File: src/rtl/irck_pkg.sv
// ============================================================================
// irck_pkg
// shared types, constants and table functions for the rotate / color key block
// ============================================================================
package irck_pkg;

  // default sizes
  localparam int unsigned MAX_DIM_DEF   = 128;
  localparam int unsigned TRIG_FRAC_DEF = 14;

  // field widths
  localparam int unsigned COLOR_W    = 24;
  localparam int unsigned POS_W      = 7;
  localparam int unsigned SRC_W      = 8;
  localparam int unsigned ALPHA_W    = 8;
  localparam int unsigned CFG_IDX_W  = 3;
  localparam int unsigned CFG_DATA_W = 24;

  // command queue depth between front and back
  localparam int unsigned QUEUE_DEPTH = 4;

  // angle handling
  localparam logic [8:0] DEG_90  = 9'd90;
  localparam logic [8:0] DEG_180 = 9'd180;
  localparam logic [8:0] DEG_270 = 9'd270;
  localparam logic [8:0] DEG_360 = 9'd360;
  localparam int unsigned SINE_ENTRIES = 91;

  localparam logic [ALPHA_W-1:0] ALPHA_OPAQUE = 8'd255;
  localparam logic [ALPHA_W-1:0] ALPHA_CLEAR  = 8'd0;

  // register reset values
  localparam logic [7:0]         WIDTH_RST  = 8'd128;
  localparam logic [7:0]         HEIGHT_RST = 8'd128;
  localparam logic [8:0]         ANGLE_RST  = 9'd0;
  localparam logic [COLOR_W-1:0] KEY_RST    = '0;

  // pi in Q31
  localparam longint unsigned PI_Q31 = 64'd6746518852;

  typedef enum logic [1:0] {
    ACT_LOAD   = 2'd0,
    ACT_ROTATE = 2'd1,
    ACT_READ   = 2'd2
  } action_e;

  typedef enum logic [CFG_IDX_W-1:0] {
    REG_WIDTH  = 3'd0,
    REG_HEIGHT = 3'd1,
    REG_ANGLE  = 3'd2,
    REG_KEY    = 3'd3,
    REG_KEY_EN = 3'd4
  } cfg_reg_e;

  typedef enum logic [1:0] {
    CMD_LOAD,
    CMD_READ,
    CMD_COPY
  } cmd_e;

  typedef enum logic {
    BK_IDLE,
    BK_WAIT
  } bk_state_e;

  typedef struct packed {
    logic [1:0]         action;
    logic [POS_W-1:0]   column;
    logic [POS_W-1:0]   row;
    logic [COLOR_W-1:0] pixel_color;
  } in_req_t;

  typedef struct packed {
    logic [POS_W-1:0]   out_column;
    logic [POS_W-1:0]   out_row;
    logic [COLOR_W-1:0] out_color;
    logic [ALPHA_W-1:0] out_alpha;
    logic               source_in_range;
  } out_res_t;

  typedef struct packed {
    logic [7:0]         width;
    logic [7:0]         height;
    logic [8:0]         angle;
    logic [COLOR_W-1:0] key_color;
    logic               key_enable;
  } cfg_t;

  typedef struct packed {
    cmd_e               kind;
    logic [POS_W-1:0]   column;
    logic [POS_W-1:0]   row;
    logic [SRC_W-1:0]   src_col;
    logic [SRC_W-1:0]   src_row;
    logic [COLOR_W-1:0] color;
  } cmd_t;

  // restoring long division, used only while building the sine table
  function automatic longint unsigned irck_udiv64(input longint unsigned num,
                                                  input longint unsigned den);
    longint unsigned q;
    longint unsigned r;
    q = 0;
    r = 0;
    for (int i = 63; i >= 0; i--) begin
      r = (r << 1) | ((num >> i) & 64'd1);
      if (r >= den) begin
        r = r - den;
        q = q | (64'd1 << i);
      end
    end
    return q;
  endfunction

  // sin(k degrees) rounded to frac fraction bits, taylor series in Q31
  function automatic logic [31:0] irck_sine_q(input int unsigned k, input int unsigned frac);
    longint unsigned x;
    longint unsigned x2;
    longint unsigned term;
    longint unsigned pos;
    longint unsigned neg;
    longint unsigned v;
    longint unsigned den;
    x    = (longint'(k) * PI_Q31 + 64'd90) / 64'd180;
    x2   = (x * x) >> 31;
    term = x;
    pos  = x;
    neg  = 0;
    for (int unsigned n = 1; n < 20; n++) begin
      den  = longint'(2 * n) * longint'(2 * n + 1);
      term = irck_udiv64((term * x2) >> 31, den);
      if (n % 2 == 1) begin
        neg = neg + term;
      end else begin
        pos = pos + term;
      end
    end
    v = (pos > neg) ? pos - neg : 64'd0;
    return 32'((v + (64'd1 << (30 - frac))) >> (31 - frac));
  endfunction

endpackage

File: src/rtl/irck_queue.sv
// ============================================================================
// irck_queue
// short command fifo between the front and the back
// ============================================================================
module irck_queue (
  input  logic           clk_i,
  input  logic           rst_ni,
  input  logic           push_i,
  input  irck_pkg::cmd_t push_cmd_i,
  output logic           full_o,
  input  logic           pop_i,
  output irck_pkg::cmd_t head_o,
  output logic           empty_o
);
  import irck_pkg::*;

  localparam int unsigned QI_W = $clog2(QUEUE_DEPTH);
  localparam int unsigned QC_W = $clog2(QUEUE_DEPTH + 1);

  cmd_t            mem [QUEUE_DEPTH];
  logic [QI_W-1:0] wr_ptr_q, wr_ptr_d;
  logic [QI_W-1:0] rd_ptr_q, rd_ptr_d;
  logic [QC_W-1:0] count_q, count_d;
  logic            do_push, do_pop;

  assign full_o  = (count_q == QC_W'(QUEUE_DEPTH));
  assign empty_o = (count_q == '0);
  assign do_push = push_i && !full_o;
  assign do_pop  = pop_i && !empty_o;
  assign head_o  = mem[rd_ptr_q];

  always_comb begin
    wr_ptr_d = wr_ptr_q;
    rd_ptr_d = rd_ptr_q;
    count_d  = count_q;
    if (do_push) begin
      wr_ptr_d = (wr_ptr_q == QI_W'(QUEUE_DEPTH - 1)) ? '0 : wr_ptr_q + 1'b1;
    end
    if (do_pop) begin
      rd_ptr_d = (rd_ptr_q == QI_W'(QUEUE_DEPTH - 1)) ? '0 : rd_ptr_q + 1'b1;
    end
    case ({do_push, do_pop})
      2'b10:   count_d = count_q + 1'b1;
      2'b01:   count_d = count_q - 1'b1;
      default: count_d = count_q;
    endcase
  end

  always_ff @(posedge clk_i or negedge rst_ni) begin
    if (!rst_ni) begin
      wr_ptr_q <= '0;
      rd_ptr_q <= '0;
      count_q  <= '0;
    end else begin
      wr_ptr_q <= wr_ptr_d;
      rd_ptr_q <= rd_ptr_d;
      count_q  <= count_d;
    end
  end

  always_ff @(posedge clk_i) begin
    if (do_push) begin
      mem[wr_ptr_q] <= push_cmd_i;
    end
  end

endmodule

File: config.mk
export PLATFORM = sky130hd
export DESIGN_NAME = irck_queue
export DESIGN_NICKNAME = d
export VERILOG_FILES = /design/src/rtl/irck_pkg.sv /design/src/rtl/irck_queue.sv
export SDC_FILE = /design/constraint.sdc
export NUM_CORES = 1
export LEC_CHECK = 0
export BUFFER_PORTS_ARGS = -buffer_cell sky130_fd_sc_hd__buf_4
export CORE_MARGIN = 5
export CORE_UTILIZATION = 45
export DETAILED_ROUTE_END_ITERATION = 16
export PLACE_DENSITY = 0.65
export RECOVER_POWER = 25
export SYNTH_ARGS = -nofsm -noshare
export SYNTH_HDL_FRONTEND = slang
export SYNTH_SLANG_ARGS = --single-unit
File: constraint.sdc
create_clock -name clk_i -period 3.2 [get_ports clk_i]
set_clock_uncertainty 0.1 [all_clocks]
set_input_delay 0.48 -clock clk_i [delete_from_list [all_inputs] [get_ports clk_i]]
set_output_delay 0.48 -clock clk_i [all_outputs]
set_load 0.05 [all_outputs]
### Yosys cells after proc, flatten, opt, wreduce, memory -nomap -nowiden

Memories as Yosys holds them, arrays and structs flattened.
Cells that the tools add are included.

| storage, ports and cells | value |
|---|---|
| memories | 1 |
| memory bits (read-only) | 0 |
| output and inout port bits | 58 |
| register bits after elaboration | 7 |
| memory bits (writable) | 224 |
| latch bits | 0 |

| operators by class | value |
|---|---|
| equal/unequal tests | 5 |
| bitwise operators | 0 |
| muxes and demuxes | 5 |
| reductions and logical operators | 6 |
| $lt $le $gt $ge | 0 |
| divide/modulo/power cells | 0 |
| $mul | 0 |
| shifts and indexed selects | 0 |
| $add $sub $neg | 4 |

Memories:

| memory | words | width | rd ports | clocked after memory_dff | wr ports | RTL line | text |
|---|---|---|---|---|---|---|---|
| mem | 4 | 56 | 1 | 0 | 1 | irck_queue.sv:20 | `cmd_t mem [QUEUE_DEPTH];` |

Operators with widths:

| cell | number |
|---|---|
| $eq A2 B2 Y1 const B | 3 |
| $pmux W3 S2 | 1 |
| $add A2 B1 Y2 const B | 2 |
| $mux W2 | 2 |
| $add A3 B1 Y3 const B | 1 |
| $eq A3 B3 Y1 const B | 1 |
| $logic_not A3 Y1 | 1 |
| $sub A3 B1 Y3 const B | 1 |
| $eq A2 B1 Y1 const B | 1 |
| $logic_and A1 B1 Y1 | 2 |
| $logic_not A1 Y1 | 2 |
| $mux W1 | 2 |
| $reduce_bool A2 Y1 | 1 |

### Logic depth before layout (Yosys ltp)

Gate-level depths: netlist (run 1).

| depth | value |
|---|---|
| word-level depth | 5 |
| depth in mapped cells | 9 |
| mapped depth without buffers | 9 |

### Worst setup path after synthesis (run 1)

OpenSTA, ideal clock, no wires.

| path | value |
|---|---|
| kind | flip-flop to flip-flop |
| start | register count_q[0] |
| end | memory mem[0][0] (netlist name) (enable) |
| arrival | 2.770 ns |
| period minus slack after synthesis | 3.382 ns |
| setup time | 0.512 ns |
| stages on the path, launching flop included | 4 |
| data required time | 2.588 ns |
| setup slack | -0.182 ns |
| path through | dfrtp_1 nor3b_1 nor2b_1 and2_1 |

| between the ends | value |
|---|---|
| word-level cells in the longest chain between the ends | 5 |

Ends and longest elaborated chain:

| element | RTL line | text |
|---|---|---|
| from (decl) | irck_queue.sv:23 | `logic [QC_W-1:0] count_q, count_d;` |
| from (signal assigned) | irck_queue.sv:57 | `count_q <= count_d;` |
| $eq A3 B3 Y1 | irck_queue.sv:26 | `assign full_o = (count_q == QC_W'(QUEUE_DEPTH));` |
| named net full_o | irck_queue.sv:10 | `output logic full_o,` |
| $logic_not A1 Y1 | irck_queue.sv:28 | `assign do_push = push_i && !full_o;` |
| $logic_and A1 B1 Y1 | irck_queue.sv:28 |  |
| $mux W1 | irck_queue.sv:62 | `if (do_push) begin` |
| $mux W1 (not written as such) | irck_queue.sv:63 | `mem[wr_ptr_q] <= push_cmd_i;` |
| to (decl) | irck_queue.sv:20 |  |

The timed path passes the listed nets, and every way through them passes these cells.

==> impl_metrics.toml, run 1 <==
[timing]
finalCriticalPeriod_ns = 2.93
setup_tns_ns = 0
rsz0062_at_grt = "no"
setup_violations = 0
hold_violations = 0
fmax_ghz = 0.341
slew_headroom_pct = 63.1
fin_crit_sh_pct = 91.7
final_max_slew_viol_count = 0
max_slew.worst_pin.slew_ns = 0.554

[placed_design]
portBuffers = 117
placed_area_um2 = 9750
hpwl_um = 9570
globalplace.congestion = 0.702

[final_layout]
final_util_pct = 56.1
fill_cells = 1393
drive_gt1_share_pct = 40.2
area_delta_synth_final_pct = 22.8
antenna_cells = 0
final_design_area_no_fill_um2 = 10500
nNetsFinal = 544

[yosys]
netlist_instances = 333
netlist_area_um2 = 8550
yosysWarnings = 0
yosys-top-cells-count = "edfxtp_1, mux4_2, dfrtp_1, inv_1, ha_1"
ys_async_sr_fraction_pct = 3.03
ys_ff_latch = 231
synth_enable_flop_cells = 224
synthTopCellsByArea = "edfxtp_1, mux4_2, dfrtp_1"
syn_nets = 400
synthMostInstantiatedCell = "edfxtp_1"
ys.flop_type = "edfxtp_1"
synth-seq-area-share_pct = 80.7
yosys.area.top_type_share_pct = 78.7
avgSynthCellArea_um2 = 25.7
synth_cell_types = 21
post-synth-top-area-cell = "edfxtp_1"

[global_routing]
grt_max_degree = 45
globalRouteTotalUtil_pct = 14.6
overflow = 0
grt_pass1_wl_um = 24600
antenna_found_initial = 0
grt_pass1_vias = 4390

[setup_path]
endpoint_kind = "output pin"
required_ns = 2.62
path_max_fanout = 21
startpoint_type = "flop"
arrival_ns = 2.35
path_class = "reg2out"

[cts]
clk_latency_ns = 0.50
cts_resized = 0
ctsHoldBuffers = 1
cts.sinks = 231
cts_tree = "built"
numCtsBuffers = 24
cts_setup_buffers = 0
cts_root_buf = "clkbuf_16"
htree_num_levels = 1
path_clk_slew_ns = 0.06
clock_path_buffers = 3

[detailed_routing]
drt_iter0_markers = 197
drt_first_pass_iters = 4
finalWirelength_um = 15600
via_count = 3821
drcViolationCount = 0
wl_per_cell_um = 21.4
via_per_inst = 5.24
drtAntennaViolNets = 0

[power]
powerDensity_nw_per_um2 = 1120
switching_share_pct = 36.2
p_seq_share_pct = 36.3
power.total_w = 0.0117
p_leak_nw = 3.57
pwr-share-comb_pct = 38.2
power.switching_w = 0.00424
internal_power_w = 0.00749
vdd_ir_drop_max_v = 0.000603
power_frac_clock_pct = 25.5

[floorplan]
die_area_um2 = 21900
die-width_um = 148
rows = 50
die_y_um = 148
core_area_um2 = 18700
ios = 118
start_util_pct = 45.7

[hold_path]
hp-class = "in2reg"

[flow_run]
maxCapViolations = 0

[run_status]
status = "complete, no violations"
## sequential cells by signal, indices dropped and copies added (netlist names)
register / cells
count_q: 3
mem: 224
rd_ptr_q: 2
wr_ptr_q: 2
## power groups by stage
| stage | logic, W | registers [W] | clock network, W |
|---|---|---|---|
| floorplan | 0.00342 | 0.00419 | 0 |
| global placement | 0.00457 | 0.00430 | 0 |
| detailed placement | 0.00458 | 0.00434 | 0 |
| CTS | 0.00459 | 0.00428 | 0.00307 |
| global route | 0.00471 | 0.00433 | 0.00322 |
| finish | 0.00448 | 0.00426 | 0.00299 |
## cell type report
class	count	area, um2	share of cell area [%]
Sequential cell	231	6910	65.8
Tap cell	234	293	2.79
Clock buffer	26	629	6.00
Inverter	7	26.3	0.250
Multi-Input combinational cell	82	1510	14.4
Timing Repair Buffer	131	885	8.43
Clock inverter	18	243	2.31
## cells in the final DEF (no fill, tap or decap), drive strengths merged
| cell | Yosys | final |
|---|---|---|
| and2 | 4 | 4 |
| buf | 11 | 93 |
| bufinv | 0 | 6 |
| clkbuf | 2 | 63 |
| clkinv | 0 | 9 |
| clkinvlp | 0 | 3 |
| dfrtp | 7 | 7 |
| dlygate4sd3 | 0 | 1 |
| edfxtp | 224 | 224 |
| fa | 1 | 1 |
| ha | 6 | 6 |
| inv | 7 | 7 |
| mux2 | 4 | 4 |
| mux2i | 1 | 1 |
| mux4 | 56 | 56 |
| nand2b | 1 | 1 |
| nor2 | 3 | 3 |
| nor2b | 1 | 1 |
| nor3 | 1 | 1 |
| nor3b | 1 | 1 |
| xnor2 | 1 | 1 |
| xor2 | 2 | 2 |
## metal layers
| layer | GRT usage (%) | routed length [um] | up-vias |
|---|---|---|---|
| met2 | 25.8 | 8160 | 96 |
| met1 | 18.3 | 6250 | 2002 |
| met4 | 4.06 | 304 | 0 |
| met5 | 0 | 0 | - |
| met3 | 3.16 | 855 | 25 |
| li1 | - | - | 1698 |
## per-stage QoR
stage	setup WS (ns)	instances	hold WS (ns)
2_1_floorplan	0.346	333	0.0844
3_3_place_gp	0.722	684	0.201
3_5_place_dp	0.726	684	0.204
4_1_cts	0.170	729	0.0471
5_1_grt	0.0848	729	0.0608
6_report	0.266	729	0.0774
## final timing paths
kind | startpoint | endpoint | slack [ns] | cells after the start
setup / recovery | rd_ptr_q[0]$_DFFE_PN0P_ | head_o[50] | 0.27 | 3
setup reg to reg | count_q[0]$_DFFE_PN0P_ | count_q[2]$_DFFE_PN0P_ | 1.00 | 10
hold reg to reg | count_q[2]$_DFFE_PN0P_ | count_q[2]$_DFFE_PN0P_ | 0.40 | 1
min in group asynchronous | rst_ni | count_q[1]$_DFFE_PN0P_ | 0.23 | 2
hold / removal | push_cmd_i[10] | mem[0][10]$_DFFE_PP_ | 0.08 | 1
max in group asynchronous | rst_ni | rd_ptr_q[0]$_DFFE_PN0P_ | 2.63 | 2
## kinds of logic after synthesis
logic type	synth area share [%]
xor gates and xnor gates	0.307
DFF	80.7
adders and majority gates	1.11
and+or+nand+nor	0.717
buffers and inverters	1.73
muxes	15.4
## worst max-delay path: stages (launching register included)
cell	delay, ns
dfrtp_4	0.71
buf_4	0.37
mux4_2	0.55
buf_4	0.21
Power figures use the tool's default switching activity.
==> inputs of run 2 (changes only) <==
==> constraint.sdc (replaced) <==
create_clock -name clk_i -period 3.2 [get_ports clk_i]
set_clock_uncertainty 0.1 [all_clocks]
set_input_delay 0.32 -clock clk_i [delete_from_list [all_inputs] [get_ports clk_i]]
set_output_delay 0.32 -clock clk_i [all_outputs]
set_load 0.05 [all_outputs]
==> run 2 against run 1 <==
  * Non-clock buffer count increased by 52
  * Sequential power rose by 2%
  * Combinational power is essentially flat
  * Hold slack better by 0.088 ns
  * Final cell count is 7.0% higher
  * Maximum frequency increased by 0.45%
  * Setup slack better by 0.013 ns
  * Cell area increased by 3.9%
  * Critical path type unchanged
  * Largest power group unchanged
  * Highest routed layer unchanged
==> impl_metrics.toml, run 2 (synthesized netlist as in run 1, its figures left out) <==
[run_status]
status = "complete, no violations"

[detailed_routing]
drcViolationCount = 0
drt_first_pass_iters = 4
via_count = 4014
drt_iter0_markers = 175
finalWirelength_um = 15800
drtAntennaViolNets = 0
wl_per_cell_um = 20.2
via_per_inst = 5.15

[cts]
clock_path_buffers = 3
cts_tree = "built"
cts_setup_buffers = 0
cts_resized = 0
cts.sinks = 231
numCtsBuffers = 24
cts_root_buf = "clkbuf_16"
htree_num_levels = 1
ctsHoldBuffers = 57
clk_latency_ns = 0.49
path_clk_slew_ns = 0.06

[final_layout]
drive_gt1_share_pct = 35.3
area_delta_synth_final_pct = 27.5
regMostFlops = "mem"
fill_cells = 1382
antenna_cells = 0
final_cell_mix = "edfxtp_1, buf_4, dlygate4sd3_1"
largest_reg_flops = 224
final_util_pct = 58.3
reg_top3 = "mem (224), count_q (3)"
final_common_cell = "edfxtp_1"
nNetsFinal = 596

[floorplan]
ios = 118
core_area_um2 = 18700
die_y_um = 148
rows = 50
die-width_um = 148
start_util_pct = 45.7
die_area_um2 = 21900

[timing]
hold_violations = 0
hold_slack_ns = 0.165
max_slew.worst_pin.slew_ns = 0.742
slew_headroom_pct = 50.6
finalCriticalPeriod_ns = 2.92
setup_tns_ns = 0
rsz0062_at_grt = "no"
setup_violations = 0
fin_crit_sh_pct = 91.3
fmax_ghz = 0.342
worst_slack_ns = 0.279
final_max_slew_viol_count = 0

[power]
internal_power_w = 0.00706
vdd_ir_drop_max_v = 0.000689
pwr-share-comb_pct = 39.5
p_seq_share_pct = 38.6
power_frac_clock_pct = 21.9
switching_share_pct = 37.4
power.switching_w = 0.00421
p_leak_nw = 3.73
power.total_w = 0.0113
powerDensity_nw_per_um2 = 1030

[global_routing]
grt_pass1_vias = 4478
globalRouteTotalUtil_pct = 14.7
grt_pass1_wl_um = 25100
antenna_found_initial = 0
overflow = 0
grt_max_degree = 37

[setup_path]
r2r_slack_ns = 0.96
arrival_ns = 2.50
endpoint_kind = "output pin"
path_class = "reg2out"
required_ns = 2.78
startpoint_type = "flop"
rr_worst_depth = 4
rr_startpoint = "count_q[2]$_DFFE_PN0P_"
cp-startpoint = "rd_ptr_q[0]$_DFFE_PN0P_"
crit_end = "head_o[3]"
reg2reg_to = "mem[1][53]$_DFFE_PP_"
path_max_fanout = 36

[placed_design]
pre_cts_ws_ns = 0.705
portBuffers = 117
globalplace.congestion = 0.681
hpwl_um = 9460

[flow_run]
maxCapViolations = 0

[hold_path]
hp-class = "in2async"
-- run 2: cell count changes in the layout (fill, tap and decap cells not counted), sizes merged --
| cell | previous run | this run |
|---|---|---|
| bufinv | 6 | 0 |
| clkinvlp | 3 | 2 |
| dlygate4sd3 | 1 | 57 |
| clkinv | 9 | 11 |
-- run 2: power groups by stage --
stage | Combinational [W] | Clock [W] | Sequential (W)
floorplan | 0.00342 | 0 | 0.00419
global placement | 0.00446 | 0 | 0.00440
detailed placement | 0.00450 | 0 | 0.00444
CTS | 0.00457 | 0.00254 | 0.00438
global route | 0.00468 | 0.00267 | 0.00444
finish | 0.00445 | 0.00247 | 0.00435
-- run 2: worst max-delay path, cell delays in order, from the launching register on --
cell and delay, ns:
dfrtp_4 0.91, buf_4 0.34, mux4_2 0.54, buf_4 0.21
-- run 2: worst min path at each step --
stage | startpoint | end | slack, ns | depth (start not counted)
floorplan | rst_ni | count_q[0]$_DFFE_PN0P_ | -0.08 | 0
global placement | rst_ni | count_q[0]$_DFFE_PN0P_ | 0.04 | 1
detailed placement | rst_ni | count_q[2]$_DFFE_PN0P_ | 0.04 | 1
CTS | rst_ni | rd_ptr_q[0]$_DFFE_PN0P_ | 0.05 | 2
global route | pop_i | rd_ptr_q[1]$_DFFE_PN0P_ | 0.19 | 3
finish | rst_ni | rd_ptr_q[0]$_DFFE_PN0P_ | 0.17 | 2
-- run 2: per-layer routing --
layer	routed length [um]	GRT usage, %	vias to the layer above
met5	0	0	-
met4	241	3.51	0
met3	763	2.79	21
met2	8140	25.3	96
met1	6650	19.8	2095
li1	-	-	1802
-- run 2: through the flow --
step | instance area [um2] | cells
after floorplan | 8550 | 333
after global placement | 9750 | 680
after detailed placement | 9750 | 680
after CTS | 11000 | 780
after global routing | 10900 | 780
final | 10900 | 780
-- run 2: cell type report --
cell class / count / area [um2] / area share, %
sequential: 231 / 6910 / 63.3
multi-input combinational: 82 / 1510 / 13.9
timing repair buffer: 183 / 1460 / 13.3
clock buffer: 30 / 644 / 5.91
tap: 234 / 293 / 2.69
clock inverter: 13 / 63.8 / 0.585
inverter: 7 / 26.3 / 0.241
