==> config.mk <==
export PLATFORM = sky130hd
export DESIGN_NAME = irck_front
export DESIGN_NICKNAME = d
export VERILOG_FILES = /design/src/rtl/irck_pkg.sv /design/src/rtl/irck_front.sv
export SDC_FILE = /design/constraint.sdc
export NUM_CORES = 2
export LEC_CHECK = 0
export ABC_AREA = 1
export BUFFER_PORTS_ARGS = -buffer_cell sky130_fd_sc_hd__buf_2
export CAP_MARGIN = 20
export CORE_MARGIN = 2
export CORE_UTILIZATION = 55
export DETAILED_ROUTE_END_ITERATION = 8
export GPL_ROUTABILITY_DRIVEN = 0
export GPL_TIMING_DRIVEN = 0
export HOLD_SLACK_MARGIN = 0.06
export PLACE_DENSITY = 0.74
export RECOVER_POWER = 50
export SLEW_MARGIN = 20
export SYNTH_ARGS = -nofsm -noshare
export SYNTH_HDL_FRONTEND = slang
export SYNTH_SLANG_ARGS = --single-unit
==> constraint.sdc <==
create_clock -name clk_i -period 20.2 [get_ports clk_i]
set_input_delay 4.04 -clock clk_i [delete_from_list [all_inputs] [get_ports clk_i]]
set_output_delay 4.04 -clock clk_i [all_outputs]
set_load 0.03 [all_outputs]
==> src/rtl/irck_pkg.sv <==
// ============================================================================
// irck_pkg
// shared types, constants and table functions for the rotate / color key block
// ============================================================================
package irck_pkg;

  // default sizes
  localparam int unsigned MAX_DIM_DEF   = 128;
  localparam int unsigned TRIG_FRAC_DEF = 14;

  // field widths
  localparam int unsigned COLOR_W    = 24;
  localparam int unsigned POS_W      = 7;
  localparam int unsigned SRC_W      = 8;
  localparam int unsigned ALPHA_W    = 8;
  localparam int unsigned CFG_IDX_W  = 3;
  localparam int unsigned CFG_DATA_W = 24;

  // command queue depth between front and back
  localparam int unsigned QUEUE_DEPTH = 4;

  // angle handling
  localparam logic [8:0] DEG_90  = 9'd90;
  localparam logic [8:0] DEG_180 = 9'd180;
  localparam logic [8:0] DEG_270 = 9'd270;
  localparam logic [8:0] DEG_360 = 9'd360;
  localparam int unsigned SINE_ENTRIES = 91;

  localparam logic [ALPHA_W-1:0] ALPHA_OPAQUE = 8'd255;
  localparam logic [ALPHA_W-1:0] ALPHA_CLEAR  = 8'd0;

  // register reset values
  localparam logic [7:0]         WIDTH_RST  = 8'd128;
  localparam logic [7:0]         HEIGHT_RST = 8'd128;
  localparam logic [8:0]         ANGLE_RST  = 9'd0;
  localparam logic [COLOR_W-1:0] KEY_RST    = '0;

  // pi in Q31
  localparam longint unsigned PI_Q31 = 64'd6746518852;

  typedef enum logic [1:0] {
    ACT_LOAD   = 2'd0,
    ACT_ROTATE = 2'd1,
    ACT_READ   = 2'd2
  } action_e;

  typedef enum logic [CFG_IDX_W-1:0] {
    REG_WIDTH  = 3'd0,
    REG_HEIGHT = 3'd1,
    REG_ANGLE  = 3'd2,
    REG_KEY    = 3'd3,
    REG_KEY_EN = 3'd4
  } cfg_reg_e;

  typedef enum logic [1:0] {
    CMD_LOAD,
    CMD_READ,
    CMD_COPY
  } cmd_e;

  typedef enum logic {
    BK_IDLE,
    BK_WAIT
  } bk_state_e;

  typedef struct packed {
    logic [1:0]         action;
    logic [POS_W-1:0]   column;
    logic [POS_W-1:0]   row;
    logic [COLOR_W-1:0] pixel_color;
  } in_req_t;

  typedef struct packed {
    logic [POS_W-1:0]   out_column;
    logic [POS_W-1:0]   out_row;
    logic [COLOR_W-1:0] out_color;
    logic [ALPHA_W-1:0] out_alpha;
    logic               source_in_range;
  } out_res_t;

  typedef struct packed {
    logic [7:0]         width;
    logic [7:0]         height;
    logic [8:0]         angle;
    logic [COLOR_W-1:0] key_color;
    logic               key_enable;
  } cfg_t;

  typedef struct packed {
    cmd_e               kind;
    logic [POS_W-1:0]   column;
    logic [POS_W-1:0]   row;
    logic [SRC_W-1:0]   src_col;
    logic [SRC_W-1:0]   src_row;
    logic [COLOR_W-1:0] color;
  } cmd_t;

  // restoring long division, used only while building the sine table
  function automatic longint unsigned irck_udiv64(input longint unsigned num,
                                                  input longint unsigned den);
    longint unsigned q;
    longint unsigned r;
    q = 0;
    r = 0;
    for (int i = 63; i >= 0; i--) begin
      r = (r << 1) | ((num >> i) & 64'd1);
      if (r >= den) begin
        r = r - den;
        q = q | (64'd1 << i);
      end
    end
    return q;
  endfunction

  // sin(k degrees) rounded to frac fraction bits, taylor series in Q31
  function automatic logic [31:0] irck_sine_q(input int unsigned k, input int unsigned frac);
    longint unsigned x;
    longint unsigned x2;
    longint unsigned term;
    longint unsigned pos;
    longint unsigned neg;
    longint unsigned v;
    longint unsigned den;
    x    = (longint'(k) * PI_Q31 + 64'd90) / 64'd180;
    x2   = (x * x) >> 31;
    term = x;
    pos  = x;
    neg  = 0;
    for (int unsigned n = 1; n < 20; n++) begin
      den  = longint'(2 * n) * longint'(2 * n + 1);
      term = irck_udiv64((term * x2) >> 31, den);
      if (n % 2 == 1) begin
        neg = neg + term;
      end else begin
        pos = pos + term;
      end
    end
    v = (pos > neg) ? pos - neg : 64'd0;
    return 32'((v + (64'd1 << (30 - frac))) >> (31 - frac));
  endfunction

endpackage

==> src/rtl/irck_front.sv <==
// ============================================================================
// irck_front
// accepts requests, classifies them and works out the rotated source point
// ============================================================================
module irck_front #(
  parameter int unsigned MAX_DIM        = irck_pkg::MAX_DIM_DEF,
  parameter int unsigned TRIG_FRAC_BITS = irck_pkg::TRIG_FRAC_DEF
) (
  input  logic              clk_i,
  input  logic              rst_ni,
  input  irck_pkg::cfg_t    cfg_i,
  input  logic              in_valid_i,
  output logic              in_stall_o,
  input  irck_pkg::in_req_t in_req_i,
  input  logic              q_full_i,
  output logic              push_o,
  output irck_pkg::cmd_t    cmd_o
);
  import irck_pkg::*;

  localparam int unsigned TAB_W  = TRIG_FRAC_BITS + 1;
  localparam int unsigned SIN_W  = TRIG_FRAC_BITS + 2;
  localparam int unsigned OFF_W  = 9;
  localparam int unsigned PROD_W = SIN_W + OFF_W;
  localparam int unsigned SUM_W  = PROD_W + 1;
  localparam int unsigned CRD_W  = 11;

  typedef struct packed {
    logic [1:0]                action;
    logic [POS_W-1:0]          column;
    logic [POS_W-1:0]          row;
    logic [COLOR_W-1:0]        color;
    logic                      in_image;
    logic signed [PROD_W-1:0]  p_sy;
    logic signed [PROD_W-1:0]  p_cx;
    logic signed [PROD_W-1:0]  p_cy;
    logic signed [PROD_W-1:0]  p_sx;
  } s1_t;

  // quarter-wave sine table
  logic [TAB_W-1:0] sine_tab [SINE_ENTRIES];

  for (genvar k = 0; k < SINE_ENTRIES; k++) begin : g_tab
    localparam logic [TAB_W-1:0] SineVal = TAB_W'(irck_sine_q(k, TRIG_FRAC_BITS));
    assign sine_tab[k] = SineVal;
  end

  // {negate, table index} for an angle in 0..359
  function automatic logic [7:0] fold_angle(input logic [8:0] a);
    logic [8:0] idx;
    logic       neg;
    if (a <= DEG_90) begin
      idx = a;
      neg = 1'b0;
    end else if (a <= DEG_180) begin
      idx = DEG_180 - a;
      neg = 1'b0;
    end else if (a <= DEG_270) begin
      idx = a - DEG_180;
      neg = 1'b1;
    end else begin
      idx = DEG_360 - a;
      neg = 1'b1;
    end
    return {neg, idx[6:0]};
  endfunction

  function automatic logic signed [CRD_W-1:0] trunc0(input logic signed [SUM_W-1:0] v);
    logic [SUM_W-1:0] mag;
    logic [SUM_W-1:0] q;
    mag = v[SUM_W-1] ? SUM_W'(-v) : SUM_W'(v);
    q   = mag >> TRIG_FRAC_BITS;
    return v[SUM_W-1] ? -$signed(CRD_W'(q)) : $signed(CRD_W'(q));
  endfunction

  // trig values follow the angle register
  logic [8:0]              ang_a;
  logic [8:0]              ang_b;
  logic [8:0]              ang_b_raw;
  logic [7:0]              fold_s;
  logic [7:0]              fold_c;
  logic signed [SIN_W-1:0] sin_d, cos_d;
  logic signed [SIN_W-1:0] sin_q, cos_q;

  always_comb begin
    ang_a     = (cfg_i.angle >= DEG_360) ? cfg_i.angle - DEG_360 : cfg_i.angle;
    ang_b_raw = ang_a + DEG_90;
    ang_b     = (ang_b_raw >= DEG_360) ? ang_b_raw - DEG_360 : ang_b_raw;
    fold_s    = fold_angle(ang_a);
    fold_c    = fold_angle(ang_b);
    sin_d     = $signed({1'b0, sine_tab[fold_s[6:0]]});
    cos_d     = $signed({1'b0, sine_tab[fold_c[6:0]]});
    if (fold_s[7]) begin
      sin_d = -sin_d;
    end
    if (fold_c[7]) begin
      cos_d = -cos_d;
    end
  end

  always_ff @(posedge clk_i) begin
    sin_q <= sin_d;
    cos_q <= cos_d;
  end

  // clamped image size and its halves
  logic [7:0] img_w, img_h;
  logic [7:0] half_w, half_h;

  always_comb begin
    img_w = cfg_i.width;
    img_h = cfg_i.height;
    if (cfg_i.width == '0) begin
      img_w = 8'd1;
    end else if (32'(cfg_i.width) > MAX_DIM) begin
      img_w = 8'(MAX_DIM);
    end
    if (cfg_i.height == '0) begin
      img_h = 8'd1;
    end else if (32'(cfg_i.height) > MAX_DIM) begin
      img_h = 8'(MAX_DIM);
    end
    half_w = img_w >> 1;
    half_h = img_h >> 1;
  end

  // pipeline control
  logic    s0_valid_q, s0_valid_d;
  in_req_t s0_q;
  logic    s1_valid_q, s1_valid_d;
  s1_t     s1_q, s1_d;
  logic    s0_adv, s1_adv;
  logic    in_accept;
  logic    known_action;

  assign push_o     = s1_valid_q && !q_full_i;
  assign s1_adv     = !s1_valid_q || push_o;
  assign s0_adv     = !s0_valid_q || s1_adv;
  assign in_stall_o = !s0_adv;
  assign in_accept  = in_valid_i && s0_adv;

  assign known_action = (in_req_i.action == ACT_LOAD) || (in_req_i.action == ACT_ROTATE) ||
                        (in_req_i.action == ACT_READ);

  always_comb begin
    s0_valid_d = s0_valid_q;
    s1_valid_d = s1_valid_q;
    if (s0_adv) begin
      s0_valid_d = in_accept && known_action;
    end
    if (s1_adv) begin
      s1_valid_d = s0_valid_q;
    end
  end

  always_ff @(posedge clk_i or negedge rst_ni) begin
    if (!rst_ni) begin
      s0_valid_q <= 1'b0;
      s1_valid_q <= 1'b0;
    end else begin
      s0_valid_q <= s0_valid_d;
      s1_valid_q <= s1_valid_d;
    end
  end

  // stage 0: offsets and products
  logic signed [OFF_W-1:0] off_i, off_j;

  always_comb begin
    off_i          = $signed({2'b00, s0_q.column}) - $signed({1'b0, half_w});
    off_j          = $signed({2'b00, s0_q.row}) - $signed({1'b0, half_h});
    s1_d.action    = s0_q.action;
    s1_d.column    = s0_q.column;
    s1_d.row       = s0_q.row;
    s1_d.color     = s0_q.pixel_color;
    s1_d.in_image  = ({1'b0, s0_q.column} < img_w) && ({1'b0, s0_q.row} < img_h);
    s1_d.p_sy      = sin_q * off_j;
    s1_d.p_cx      = cos_q * off_i;
    s1_d.p_cy      = cos_q * off_j;
    s1_d.p_sx      = sin_q * off_i;
  end

  always_ff @(posedge clk_i) begin
    if (in_accept) begin
      s0_q <= in_req_i;
    end
    if (s1_adv) begin
      s1_q <= s1_d;
    end
  end

  // stage 1: truncate, re-center, range check, build the command
  logic signed [SUM_W-1:0] sum_i, sum_j;
  logic signed [CRD_W-1:0] src_i, src_j;
  logic                    src_ok;

  always_comb begin
    sum_i  = SUM_W'(s1_q.p_sy) + SUM_W'(s1_q.p_cx);
    sum_j  = SUM_W'(s1_q.p_cy) - SUM_W'(s1_q.p_sx);
    src_i  = trunc0(sum_i) + $signed(CRD_W'(half_w));
    src_j  = trunc0(sum_j) + $signed(CRD_W'(half_h));
    src_ok = !src_i[CRD_W-1] && (src_i < $signed(CRD_W'(img_w))) &&
             !src_j[CRD_W-1] && (src_j < $signed(CRD_W'(img_h)));

    cmd_o.column  = s1_q.column;
    cmd_o.row     = s1_q.row;
    cmd_o.src_col = src_i[SRC_W-1:0];
    cmd_o.src_row = src_j[SRC_W-1:0];
    cmd_o.color   = s1_q.color;
    case (s1_q.action)
      ACT_LOAD:   cmd_o.kind = CMD_LOAD;
      ACT_ROTATE: cmd_o.kind = (s1_q.in_image && src_ok) ? CMD_COPY : CMD_READ;
      default:    cmd_o.kind = CMD_READ;
    endcase
  end

endmodule

* Word-level counts from Yosys, hierarchy flattened *
Memory sizes are Yosys's and may differ from the RTL's.
Cells that the tools add are included.

cells by class
  add/subtract/negate cells = 21
  bitwise operators = 2
  divide/modulo/power cells = 0
  $lt $le $gt $ge = 16
  reduce and logical (&&, ||, !) cells = 22
  multiplexer cells = 28
  multipliers = 4
  equality and inequality tests = 3
  shifts and indexed selects = 0

operator list
  kind                   count
  $mul A16 B8 Y24        4
  $mux W15               6
  $mux W25               2
  $neg A25 Y25           2
  $mux W7                6
  $mux W8                4
  $neg A15 Y16           2
  $add A24 B24 Y25       1
  $sub A24 B24 Y25       1
  $add A11 B8 Y11        2
  $lt A11 B9 Y1          2
  $mux W11               2
  $neg A11 Y11           2
  $ge A9 B9 Y1 const B   2
  $le A9 B7 Y1 const B   2
  $le A9 B8 Y1 const B   2
  $le A9 B9 Y1 const B   2
  $mux W9                2
  $sub A9 B9 Y9 const B  2
  $ge A8 B8 Y1 const B   2
  $gt A8 B8 Y1 const B   2
  $logic_not A8 Y1       2
  $lt A7 B8 Y1           2
  $not A7 Y8             2
  14 further kinds       38

storage, ports and cells
  memory bits (writable) = 0
  ROM bits = 3840
  register bits = 211
  input port bits = 94
  memories kept = 2
  latch bits = 0
  word-level logic and storage cells = 117

memories
  name              words  width  read ports  clocked after Yosys merged registers in  wr ports  line              text
  (name not given)  128    15     1           0                                        0         irck_front.sv:92  cos_d = $signed({1'b0, sine_tab[fold_c[6:0]]});
  (name not given)  128    15     1           0                                        0         irck_front.sv:91  sin_d = $signed({1'b0, sine_tab[fold_s[6:0]]});

* Depth between registers and ports, before layout *
  depth in word-level cells = 15
  gate-level depth with buffers = 47

* Worst setup path after synthesis *
No wires, ideal clock.

  kind = input -> output
  from = in q_full_i
  to = out in_stall_o
  arrival time = 7842 ps
  data required time = 16160 ps
  path buffers = 0
  setup slack = 8318 ps
  stages on the path = 2
  path through = nand2_1 > nor2_1

on the way
  cells in the longest elaborated chain, start to end = 5

ends and longest elaborated chain
  element              line               text
  from (decl)          irck_front.sv:15   input logic q_full_i,
  $logic_not A1 Y1     irck_front.sv:136  assign push_o = s1_valid_q && !q_full_i;
  $logic_and A1 B1 Y1  irck_front.sv:136
  $logic_or A1 B1 Y1   irck_front.sv:137  assign s1_adv = !s1_valid_q || push_o;
  $logic_or A1 B1 Y1   irck_front.sv:138  assign s0_adv = !s0_valid_q || s1_adv;
  $logic_not A1 Y1     irck_front.sv:139  assign in_stall_o = !s0_adv;
  to (decl)            irck_front.sv:13   output logic in_stall_o,

No other way between the ends.

==> flow_metrics.py <==
metrics = {
    "sta": {
        "fmax_mhz": 77.79,
        "setup_repair_after_global_routing_missed_its_margin": "no",
        "period_utilisation_layout": 0.6364,
        "slew-limit-headroom": -1.020,
        "hold_viol_final": 0,
        "finalCriticalPeriod_ns": 12.86,
        "setup_viol": 0,
        "post-route-worst-setup-slack_ns": 7.344,
        "worst_pin_slew_ns": 3.030,
        "worst_clock_skew_ns": 0.01527,
        "slew_viol_final": 109,
        "final.setup.tns_ns": 0,
    },
    "finish": {
        "most-common-layout-cells": "sky130_fd_sc_hd__nand2_1, sky130_fd_sc_hd__inv_1, sky130_fd_sc_hd__nor2_1",
        "drive_above_1_share": 0.07468,
        "finalCoreUtilization": 0.5978,
        "final_net_count": 5451,
        "most_common_cell_after_layout_fill_and_taps_aside": "sky130_fd_sc_hd__nand2_1",
        "num_antenna_cells": 0,
        "synthToLayoutAreaGrowth_pct": 7.147,
    },
    "worst_setup_path": {
        "timing.rr.end": "s1_q[48]$_DFFE_PP_",
        "crit_required_ns": 16.16,
        "timing.critical_path.buf_inv": 7,
        "crit_reg_reg_startpoint": "s0_q[26]$_DFFE_PP_",
        "critPathMaxStageDelay_ns": 0.51,
        "critical_path_peak_fanout": 4,
        "worst_ep_arrival_time_ns": 8.82,
        "path_delay_family": "compound AO/OA/AOI/OAI gates",
        "worst_setup_path_end_kind": "output port",
        "critical_path.startpoint_type": "primary input",
        "r2r_slack_ns": 11.75,
        "critical-path-slowest-cell": "sky130_fd_sc_hd__a21oi_1",
        "reg2regPathDepth": 39,
        "crit_path_category": "primary input to output port",
    },
    "clocking": {
        "cts-htree-levels": 1,
        "cts_buffers": 24,
        "cts_post_setup_buffers_inserted": 0,
        "tritoncts": "done",
        "clkLatencyLatePin_ns": 0.56,
        "post_cts_hold_buffer_count": 0,
        "cts_num_sinks": 211,
        "cts_root_buf": "sky130_fd_sc_hd__clkbuf_16",
        "ctsLongestPathBuffers": 3,
        "clk_pin_slew_ns": 0.06,
        "cts_repair_resize_count": 0,
    },
    "synthesis": {
        "yosys.cell_types.count": 62,
        "synthesis.nets": 5296,
        "postSynth.topFlopCell": "sky130_fd_sc_hd__edfxtp_1",
        "postSynth.asyncResetShare": 0.009479,
        "synth_edf_count": 177,
        "synthesis.instances": 4461,
        "netlist_area_sq_um": 34560,
        "syn-mean-instance-area_sq_um": 7.746,
        "ys_seq_area_frac": 0.1738,
        "synth_seq_cells": 211,
        "yosys_warnings": 0,
    },
    "route": {
        "total_number_of_vias": 30115,
        "violation_count_after_the_first_detailed_route_iteration": 2933,
        "drt_first_pass_iters": 8,
        "ant_nets": 0,
        "postRouteWirelength_um": 91890,
        "drt-wirelength-per-cell_um": 16.80,
        "vias_per_cell": 5.505,
        "detail_route.drc_violations": 0,
    },
    "die": {
        "floorplan.initialDensity": 0.5579,
        "die-height_um": 254.7,
        "placeableCoreArea_sq_um": 61940,
        "boundaryPins": 152,
        "die_width_um": 254.7,
        "rows": 91,
        "die-area_sq_um": 64850,
    },
    "min_path": {
        "timing.hold.worst_endpoint": "cmd_o[11]$_DFFE_PP_",
        "hold_start": "s0_q[11]$_DFFE_PP_",
        "whs_path_depth": 0,
        "hold_class": "register to register",
    },
    "global_routing": {
        "grt_pass1_wl_um": 147700,
        "top_usage_layer": "met2",
        "met1_track_utilization_from_global_routing": 0.3727,
        "pin_count_of_the_biggest_net_entering_global_routing": 58,
        "global_route.usage.total": 0.2873,
        "grt_overflow": 0,
        "grt_util_met2": 0.4631,
        "grt_pass1_vias": 29131,
        "grt_antenna_before_repair": 2,
        "groute.layer.met3.usage": 0.06052,
    },
    "placed_design": {
        "total_of_buffers_placed_on_input_and_output_ports": 126,
        "dp_slack_ns": 7.288,
        "place.detailed.hpwl_um": 73380,
    },
    "status": {
        "failed_checks": "capacitance limit, slew limit",
        "status": "finished, violations left",
    },
    "job": {
        "drv_cap": 2,
    },
}
==> cells by family (layout without fill, tap and decap cells) <==
logic type / count (synthesis) / count (layout) / synth area share
xor+xnor: 197 / 197 / 0.04993
compound gates: 450 / 450 / 0.07459
buf+inv: 1063 / 1235 / 0.1227
fa+ha+maj: 741 / 741 / 0.3595
mux: 1 / 1 / 0.0002897
simple gates: 1798 / 1798 / 0.2192
flops: 211 / 211 / 0.1738
==> final cells by class <==
class	instances	area (sq um)
Inverter	911	3420
Timing Repair Buffer	129	654.4
Buffer	152	819.5
Sequential cell	211	6006
Tap cell	837	1047
Clock inverter	14	148.9
Clock buffer	29	619.3
Fill cell	5668	24910
Multi-Input combinational cell	3187	24310
==> cells in the mapped netlist, drive strengths merged, types with 2 or more instances <==
| library cell | number | share of area |
|---|---|---|
| o21ai | 152 | 0.023 |
| dfrtp | 2 | 0.0014 |
| o211ai | 23 | 0.0050 |
| o2111ai | 3 | 0.00094 |
| a211oi | 7 | 0.0015 |
| clkinv | 23 | 0.0025 |
| o311ai | 4 | 0.0010 |
| o211a | 2 | 0.00058 |
| a21boi | 5 | 0.0011 |
| nand3 | 263 | 0.040 |
| dfxtp | 32 | 0.019 |
| clkbuf | 68 | 0.0074 |
| nand3b | 18 | 0.0039 |
| o221ai | 6 | 0.0015 |
| a21oi | 200 | 0.030 |
| inv | 888 | 0.096 |
| a2111oi | 2 | 0.00051 |
| nor4 | 6 | 0.0011 |
| buf | 84 | 0.016 |
| o31a | 2 | 0.00051 |
| nand4 | 36 | 0.0065 |
| o21a | 2 | 0.00043 |
| edfxtp | 177 | 0.15 |
| xor2 | 130 | 0.033 |
| o22ai | 5 | 0.00091 |
| xnor2 | 67 | 0.017 |
| ha | 321 | 0.12 |
| nor3 | 17 | 0.0026 |
| and2 | 2 | 0.00036 |
| a22oi | 2 | 0.00043 |
| o21bai | 12 | 0.0026 |
| a31oi | 10 | 0.0018 |
| nand2 | 969 | 0.11 |
| a21o | 8 | 0.0017 |
| nor2 | 470 | 0.052 |
| fa | 420 | 0.24 |
| o31ai | 4 | 0.00087 |
| or2 | 14 | 0.0025 |
==> sequential cells by signal (all words and copies together), names as in the netlist <==
signal and count:
s1_valid_q 1, s0_valid_q 1, cmd_o 38, s1_q 99, cos_q 16, sin_q 16
s0_q 40
==> worst max-delay path by stage <==
stage | from | endpoint | cells after the start
after floorplan | q_full_i | in_stall_o | 2
after detailed placement | cfg_i[37] | s1_q[97]$_DFFE_PP_ | 47
after CTS | cfg_i[42] | cmd_o[54] | 28
after global placement | cfg_i[37] | s1_q[97]$_DFFE_PP_ | 47
after global routing | cfg_i[42] | cmd_o[54] | 28
final | cfg_i[42] | cmd_o[54] | 28
==> metrics by stage <==
step / hold WS (ns) / cell area, sq um / std cells
after floorplan: 0.4003 / 34560 / 4461
after global placement: 0.4005 / 36230 / 5424
after detailed placement: 0.4045 / 36320 / 5427
after CTS: 0.4197 / 37090 / 5470
after global routing: 0.4257 / 37030 / 5470
final: 0.4175 / 37030 / 5470
==> routing by layer <==
layer | vias up | routed length [um]
met5 | - | 13
li1 | 14154 | -
met3 | 340 | 9848
met2 | 1575 | 40950
met4 | 2 | 4760
met1 | 14044 | 36320
Power is left out: the tool's default activity adds up to more than one toggle a clock period on the data nets, which glitch-free logic cannot reach.
